[config.mk]
export PLATFORM = sky130hd
export DESIGN_NAME = gcr_div
export DESIGN_NICKNAME = d
export VERILOG_FILES = /design/src/rtl/gcr_pkg.sv /design/src/rtl/gcr_div.sv
export SDC_FILE = /design/constraint.sdc
export NUM_CORES = 1
export LEC_CHECK = 0
export ABC_AREA = 1
export BUFFER_PORTS_ARGS = -buffer_cell sky130_fd_sc_hd__clkbuf_2
export CAP_MARGIN = 10
export CORE_MARGIN = 3
export CORE_UTILIZATION = 50
export CTS_CLUSTER_DIAMETER = 200
export DETAILED_ROUTE_END_ITERATION = 10
export PLACE_DENSITY = 0.65
export SLEW_MARGIN = 15
export SYNTH_ARGS = -nofsm -noshare
export SYNTH_HDL_FRONTEND = slang
export SYNTH_SLANG_ARGS = --single-unit
[constraint.sdc]
create_clock -name clk -period 2.8 [get_ports clk]
set_input_delay 0.28 -clock clk [delete_from_list [all_inputs] [get_ports clk]]
set_output_delay 0.28 -clock clk [all_outputs]
set_load 0.01 [all_outputs]
[src/rtl/gcr_pkg.sv]
// Shared types and constants for the gradient color ramp.
`timescale 1ns / 1ps
`default_nettype none
package gcr_pkg;
	localparam int OFF_W = 17;
	localparam int CH_W = 8;
	localparam int STOP_W = 49;
	localparam int CFG_IDX_W = 4;
	localparam logic [OFF_W-1:0] ONE_Q16 = 17'h10000;

	typedef enum logic [1:0] {
		WRAP_NONE    = 2'd0,
		WRAP_PAD     = 2'd1,
		WRAP_REPEAT  = 2'd2,
		WRAP_REFLECT = 2'd3
	} wrap_t;

	localparam logic [CFG_IDX_W-1:0] REG_WRAP = 4'd0;
	localparam logic [CFG_IDX_W-1:0] REG_COUNT = 4'd1;
	localparam logic [CFG_IDX_W-1:0] REG_STOP0 = 4'd2;

	typedef struct packed {
		logic [CH_W-1:0] r;
		logic [CH_W-1:0] g;
		logic [CH_W-1:0] b;
		logic [CH_W-1:0] a;
	} rgba_t;
endpackage
`default_nettype wire

[src/rtl/gcr_div.sv]
// Pipelined restoring divider producing a 17-bit quotient, one bit per stage.
`timescale 1ns / 1ps
`default_nettype none
module gcr_div #(
	parameter int SIDE_W = 1
) (
	input  wire logic                           clk,
	input  wire logic                           arst_n,
	input  wire logic                           en,
	input  wire logic                           in_vld,
	input  wire logic [gcr_pkg::OFF_W-1:0]      num,
	input  wire logic [gcr_pkg::OFF_W-1:0]      den,
	input  wire logic [SIDE_W-1:0]              side_in,
	output logic                                out_vld,
	output logic [gcr_pkg::OFF_W-1:0]           quo,
	output logic [SIDE_W-1:0]                   side_out
);
	localparam int QW = gcr_pkg::OFF_W;
	localparam int RW = QW + 1;

	// Dividend is num << 16. Since num <= den, its top 16 bits are below den, so the
	// first partial remainder is num >> 1 and the first stage shifts in num[0];
	// every later stage shifts in a zero.
	logic          vld_s [QW];
	logic [RW-1:0] rem_s [QW-1];
	logic [QW-1:0] den_s [QW-1];
	logic [QW-1:0] q_s   [QW];
	logic [SIDE_W-1:0] sd_s [QW];
	logic [RW:0]   sh_c   [QW];
	logic [RW:0]   diff_c [QW];

	always_comb begin
		sh_c[0] = {2'b00, num};
		diff_c[0] = sh_c[0] - {2'b00, den};
		for (int i = 1; i < QW; i++) begin
			sh_c[i] = {rem_s[i-1], 1'b0};
			diff_c[i] = sh_c[i] - {2'b00, den_s[i-1]};
		end
	end

	always_ff @(posedge clk or negedge arst_n) begin
		if (!arst_n) begin
			for (int i = 0; i < QW; i++) vld_s[i] <= 1'b0;
		end else if (en) begin
			vld_s[0] <= in_vld;
			for (int i = 1; i < QW; i++) vld_s[i] <= vld_s[i-1];
		end
	end

	always_ff @(posedge clk) begin
		if (en) begin
			rem_s[0] <= diff_c[0][RW] ? sh_c[0][RW-1:0] : diff_c[0][RW-1:0];
			den_s[0] <= den;
			q_s[0] <= {{(QW-1){1'b0}}, !diff_c[0][RW]};
			sd_s[0] <= side_in;
			for (int i = 1; i < QW-1; i++) begin
				rem_s[i] <= diff_c[i][RW] ? sh_c[i][RW-1:0] : diff_c[i][RW-1:0];
				den_s[i] <= den_s[i-1];
			end
			for (int i = 1; i < QW; i++) begin
				q_s[i] <= {q_s[i-1][QW-2:0], !diff_c[i][RW]};
				sd_s[i] <= sd_s[i-1];
			end
		end
	end

	assign out_vld = vld_s[QW-1];
	assign quo = q_s[QW-1];
	assign side_out = sd_s[QW-1];
endmodule
`default_nettype wire

==> metrics.md, run 1 <==
| Metric | Value |
|---|---|
| Final Max Slew Viols | 0 |
| Area grow syn2layout | 10.3% |
| DRC Markers | 0 |
| Endpoints failing hold | 0 |
| Post-synth EDFFs | 729 |
| CTS root buf | clkbuf_16 |
| Port Buffers | 57 |
| Die ar. | 92,400 µm² |
| CTS H-tree depth | 3 |
| Post-synth top area share | 0.493 |
| FMAX | 0.417 GHz |
| WL met2 | 50,900 µm |
| Hold path depth | 1 |
| Largest net degree at the start of global routing | 120 |
| CP Launch Type | register |
| Main flop type after synthesis | edfxtp_1 |
| Uppermost routed layer | met4 |
| Cts repair resizes | 0 |
| Starting density of the core | 0.508 |
| Worst slew margin | 0.536 |
| RSZ-0062 raised after global routing | no |
| YS warnings | 0 |
| Total GRT Usage | 0.219 |
| Most frequent cells in the layout | nand2_1, inv_1, edfxtp_1 |
| Clock sinks | 746 |
| Layout Nets | 5,649 |
| Post-Layout Cell Count | 6,540 |
| CTS tree | yes |
| Routed vias/inst | 5.02 |
| Vias in the first global route | 31,800 |
| Critical path type | register to register |
| R2r setup slk | 0.40 ns |
| Total CTS buffers | 84 |
| FF-to-FF path depth | 12 |
| DIE WIDTH | 304 µm |
| Min Hold Slack | 0.0508 ns |
| Grt ovf | 0 |
| Post-synthesis register bit count | 746 |
| DP HPWL | 77,100 µm |
| WL met1 | 44,400 µm |
| Worst path required time | 3.18 ns |
| Final Skew | 0.0223 ns |
| Worst Hold Path EP | sd_s[0][0] |
| Min Tclk post-route | 2.40 ns |
| Post-Synthesis Cells | 5,178 |
| Cell taking the most area after synthesis | edfxtp_1 |
| ANT nets after route | 0 |
| Die H | 304 µm |
| First-iteration detailed-routing DRC count | 2,356 |
| IO Count | 58 |
| Synth cell types | 40 |
| Drt first pass iters | 5 |
| Clock Path Buffers | 3 |
| Drt total wl | 101,000 µm |
| Mean Syn Cell Area | 8.57 µm² |
| Peak supply drop | 0.00102 V |
| Clock slew seen by the registers of the worst setup and hold paths | 0.06 ns |
| Worst hold path class | input pin to register |
| Max cap viols | 0 |
| Pwr Density | 1090 nW/µm² |
| Netlist Area Pre-Place | 44,400 µm² |
| Period utilization | 0.856 |
| Power, Total | 53,100 µW |
| Ant. Diodes | 0 |
| Seq/Total Area, Yosys | 0.503 |
| GPL Wtd Cong | 0.919 |
| Inst Count DP | 6,354 |
| Worst r2r dst | rem_s[0][121] |
| WL/cell | 15.5 µm |
| Core Footprint | 87,400 µm² |
| Worst-margin pin slew | 0.696 ns |
| Initial antenna violation count | 0 |
| First-pass GRT wire length | 165,000 µm |
| Num rows | 108 |
| Clock latency on the worst-skew pair | 0.64 ns |
| Leak pwr | 0.0235 µW |
| Syn nets | 5,506 |
| Status | completed |
| Number of fill cells in the layout | 7,816 |
| Share of layout cells above drive strength 1 | 0.0630 |
| Commonest non-fill, non-tap cell in the layout | nand2_1 |
| Final Setup Violations | 0 |
| Ys async rst share | 0.0228 |
| Met3 wire len | 3500 µm |
| CP endpoint kind | register |
| Worst R2R Start | den_s[0][94] |
| Arr. time, crit path | 2.78 ns |
| Synth area leaders | edfxtp_1, nand2_1, ha_1, inv_1, nand3_1 |
| Final core occ | 0.560 |
| Vias | 32,800 |
| Fin Setup TNS | 0 ns |
| CP Max Fanout | 18 |
| Hold_sp | en |
-- synth_stat cells, types with 33 or more instances --
library cell	number
a21oi_1	214
nor2_1	377
edfxtp_1	729
xor2_1	107
xnor2_1	33
nand3_1	301
and2_1	55
ha_1	273
inv_1	739
nand2_1	1947
nand2_2	54
o21ai_0	78
-- power by group --
part	switching (µW)	internal [µW]
Clock	4440	6600
Combinational	15600	8150
Sequential	1990	16300
-- layer usage --
layer  GRT usage  vias up
met5           0        -
met4      0.0571        0
met3      0.0250      149
met2       0.396      602
met1       0.279    15100
li1            -    17000
-- layout make-up --
class | count | area (µm²) | area share
flip-flops and latches | 746 | 22300 | 0.456
well taps | 1155 | 1450 | 0.0295
multi-input cells | 3638 | 18800 | 0.384
clock buffers | 96 | 2210 | 0.0452
inverters | 740 | 2780 | 0.0568
clock inverters | 54 | 561 | 0.0115
repair buffers | 111 | 853 | 0.0174
-- critical path, stage by stage, from the launching register on --
cell and delay, ns:
edfxtp_1 0.44, inv_1 0.07, ha_1 0.35, nand2_1 0.14, inv_1 0.05, a21oi_1 0.22
nand3_2 0.15, nand2_2 0.11, nand2_2 0.06, nand2_1 0.08, nand2_2 0.23, nand2_1 0.15
nand2_1 0.08
-- kinds of logic (layout without fill, tap and decap cells) --
logic type / after synthesis / count (layout) / share of synthesized area
AOI/OAI and AO/OA: 345 / 345 / 0.0422
xor gates and xnor gates: 140 / 140 / 0.0276
adders and majority gates: 289 / 289 / 0.0842
buffers and inverters: 794 / 1001 / 0.0743
DFF: 746 / 746 / 0.503
muxes: 1 / 1 / 0.000254
and+or+nand+nor: 2863 / 2863 / 0.269
-- worst max-delay path by stage --
stage / start / end / cells past startpoint
floorplan: den_s[0][0] / rem_s[0][25] / 11
global placement: den[14] / rem_s[0][11] / 10
detailed placement: den_s[0][0] / rem_s[0][24] / 10
CTS: den_s[0][0] / rem_s[0][20] / 10
global route: den_s[0][32] / rem_s[0][52] / 10
finish: den_s[0][94] / rem_s[0][121] / 12
-- stage by stage --
stage               setup WS [ns]  cell area, µm²
finish                      0.404           48900
global route                0.210           48900
CTS                         0.379           48900
detailed placement          0.387           45800
global placement            0.420           45800
floorplan                   0.772           44400
-- state kept, by name, indices dropped and copies added, names as in the netlist --
signal / cells
vld_s: 16
rem_s: 287
q_s: 153
den_s: 272
sd_s: 17
out_vld: 1
-- timing repair --
item	CTS	global route
hold endpoints to repair	52	0
buffers inserted	0	0
hold buffers	36	0
Note: power is estimated with default switching activity, not from simulation.
==> run 2: changes to the inputs <==
--- a/config.mk
+++ b/config.mk
@@ -8,6 +8,7 @@
 export ABC_AREA = 1
 export BUFFER_PORTS_ARGS = -buffer_cell sky130_fd_sc_hd__clkbuf_2
 export CAP_MARGIN = 10
+export CORE_ASPECT_RATIO = 1.5
 export CORE_MARGIN = 3
 export CORE_UTILIZATION = 50
 export CTS_CLUSTER_DIAMETER = 200
==> run 2 against run 1 <==
  * Final area about the same
  * Core utilization decreased by 0.32 points
  * Clock-buffer cell count increased by 3
  * Clock skew decreased by 0.0023 ns
  * Routed wire length increased by 12%
  * Critical endpoint is now rem_s[0][40]
==> metrics.md, run 2 (same netlist as run 1, synthesis figures left out) <==
| Metric | Value |
|---|---|
| Status | completed (unchanged) |
| Worst-margin pin slew | 0.559 ns (was 0.696 ns) |
| Vias in the first global route | 33,800 (was 31,800) |
| Fin area | 48,900 µm² (about the same) |
| Total GRT Usage | 0.247 (was 0.219) |
| Post-Layout Cell Count | 6,540 (unchanged) |
| Critical path type | register to register (unchanged) |
| Inst Count DP | 6,373 (was 6,354) |
| Number of fill cells in the layout | 8,103 (was 7,816) |
| Logic pwr share | 0.460 (was 0.448) |
| Min Tclk post-route | 2.54 ns (was 2.40 ns) |
| Post-CTS setup buffers | 0 (unchanged) |
| First-iteration detailed-routing DRC count | 1,828 (was 2,356) |
| Switching Fraction | 0.426 (was 0.415) |
| Drt total wl | 114,000 µm (was 101,000 µm) |
| Most frequent cells in the layout | nand2_1, inv_1, edfxtp_1 (unchanged) |
| Final Setup Violations | 0 (unchanged) |
| Commonest non-fill, non-tap cell in the layout | nand2_1 (unchanged) |
| Endpoints failing hold | 0 (unchanged) |
| Clock slew seen by the registers of the worst setup and hold paths | 0.06 ns (about the same) |
| Vias | 33,400 (was 32,800) |
| Global Route met3 Usage | 0.0251 (was 0.0250) |
| Largest net degree at the start of global routing | 93 (was 120) |
| Int Pwr | 30,500 µW (was 31,100 µW) |
| GRT met1 Usage | 0.230 (was 0.279) |
| Top reg by flops | rem_s (unchanged) |
| ANT nets after route | 0 (unchanged) |
| RSZ-0062 raised after global routing | no (unchanged) |
| NetSw | 22,600 µW (was 22,100 µW) |
| Top flop regs | rem_s x287, den_s x272, q_s x153 (unchanged) |
| Die ar. | 92,400 µm² (about the same) |
| Peak supply drop | 0.000715 V (was 0.00102 V) |
| Period utilization | 0.908 (was 0.856) |
| Initial antenna violation count | 0 (unchanged) |
| Share of power burned in registers | 0.347 (was 0.344) |
| FMAX | 0.393 GHz (was 0.417 GHz) |
| Worst slew margin | 0.623 (was 0.536) |
| GR peak layer | met2 (unchanged) |
| Starting density of the core | 0.505 (was 0.508) |
| Routed vias/inst | 5.10 (was 5.02) |
| Clock latency on the worst-skew pair | 0.65 ns (was 0.64 ns) |
| CTS root buf | clkbuf_16 (unchanged) |
| Core Footprint | 87,900 µm² (was 87,400 µm²) |
| Worst hold path class | input pin to register (unchanged) |
| Share of layout cells above drive strength 1 | 0.0647 (was 0.0630) |
| Grt ovf | 0 (unchanged) |
| Final Max Slew Viols | 0 (unchanged) |
| CP Max Fanout | 12 (was 18) |
| Met2 Resource Use GR | 0.493 (was 0.396) |
| Die H | 371 µm (was 304 µm) |
| CP endpoint kind | register (unchanged) |
| Drt first pass iters | 5 (unchanged) |
| Clock Path Buffers | 3 (unchanged) |
| Port Buffers | 57 (unchanged) |
| Min Hold Slack | 0.0521 ns (was 0.0508 ns) |
| Arr. time, crit path | 2.87 ns (was 2.78 ns) |
| Clock share of power | 0.193 (was 0.208) |
| Total CTS buffers | 78 (was 84) |
| Leak pwr | 0.0235 µW (about the same) |
| Max reg flops | 287 (unchanged) |
| Fin Setup TNS | 0 ns (unchanged) |
| Layout Nets | 5,668 (was 5,649) |
| First-pass GRT wire length | 177,000 µm (was 165,000 µm) |
| CTS H-tree depth | 3 (unchanged) |
| Num rows | 133 (was 108) |
| Ant. Diodes | 0 (unchanged) |
| WL/cell | 17.4 µm (was 15.5 µm) |
| GPL Wtd Cong | 0.958 (was 0.919) |
| IO Count | 58 (unchanged) |
| Clock sinks | 746 (unchanged) |
| Final Skew | 0.0199 ns (was 0.0223 ns) |
| CP Launch Type | register (unchanged) |
| DP HPWL | 90,100 µm (was 77,100 µm) |
| Max cap viols | 0 (unchanged) |
| Pwr Density | 1090 nW/µm² (about the same) |
| CTS tree | yes (unchanged) |
| DIE WIDTH | 249 µm (was 304 µm) |
| Area grow syn2layout | 10.2% (was 10.3%) |
| DRC Markers | 0 (unchanged) |
| Worst path required time | 3.13 ns (was 3.18 ns) |
| Area after DPL | 46,100 µm² (was 45,800 µm²) |
## run 2: cell types whose count changed in the layout (fill, tap and decap cells not counted), sizes merged
cell,previous run,this run
clkbuf,152,155
clkinv,32,17
dlygate4sd3,36,34
buf,19,46
inv,747,742
clkinvlp,5,8
bufinv,10,7
## run 2: worst paths after layout
kind / from / endpoint / slack [ns] / cells after the start
max: den_s[0][24] / rem_s[0][40] / 0.26 / 12
min: en / sd_s[0][0] / 0.05 / 1
max reg2reg: den_s[0][24] / rem_s[0][40] / 0.26 / 12
min in group asynchronous: arst_n / vld_s[9] / 0.12 / 2
min reg2reg: q_s[0][139] / q_s[0][157] / 0.40 / 0
max in group asynchronous: arst_n / vld_s[1] / 2.38 / 2
## run 2: worst max-delay path, stage by stage, from the launching register on
cell	delay (ns)
edfxtp_1	0.53
inv_1	0.08
ha_1	0.36
nand2_1	0.09
nand2_1	0.07
a21oi_1	0.23
nand3_2	0.14
nand2_2	0.10
nand2_2	0.06
nand2_1	0.08
nand2_2	0.17
nand2_1	0.11
nand2_1	0.19
## run 2: power groups by stage
| stage | registers, µW | clock network (µW) | logic, µW |
|---|---|---|---|
| floorplan | 17400 | 0 | 19000 |
| global placement | 18600 | 0 | 24200 |
| detailed placement | 18700 | 0 | 24400 |
| CTS | 18500 | 10500 | 24600 |
| global route | 18600 | 11000 | 27900 |
| finish | 18400 | 10300 | 24500 |
## run 2: repair_timing
item,4_1_cts,5_1_grt
gates resized for setup,0,0
endpoints found under the hold margin,50,0
hold buffers,34,0
## run 2: cell type report
cell class | instances | area (µm²) | share of cell area
clock buffers | 99 | 2110 | 0.0432
clock inverters | 34 | 372 | 0.00760
inverters | 740 | 2780 | 0.0568
multi-input cells | 3638 | 18800 | 0.384
flip-flops and latches | 746 | 22300 | 0.456
well taps | 1147 | 1440 | 0.0294
repair buffers | 136 | 1110 | 0.0227
## run 2: routing by layer
layer,routed length (µm),vias up
met4,8910,0
met2,62900,639
met5,0,-
met1,38800,15400
met3,3080,333
li1,-,17000
## run 2: through the flow
stage	total power, µW	worst slack, ns	util
final	53100	0.257	0.556
after global routing	57500	0.135	0.556
after CTS	53500	0.277	0.556
after detailed placement	43100	0.298	0.524
after global placement	42800	0.338	0.524
after floorplan	36400	0.772	-
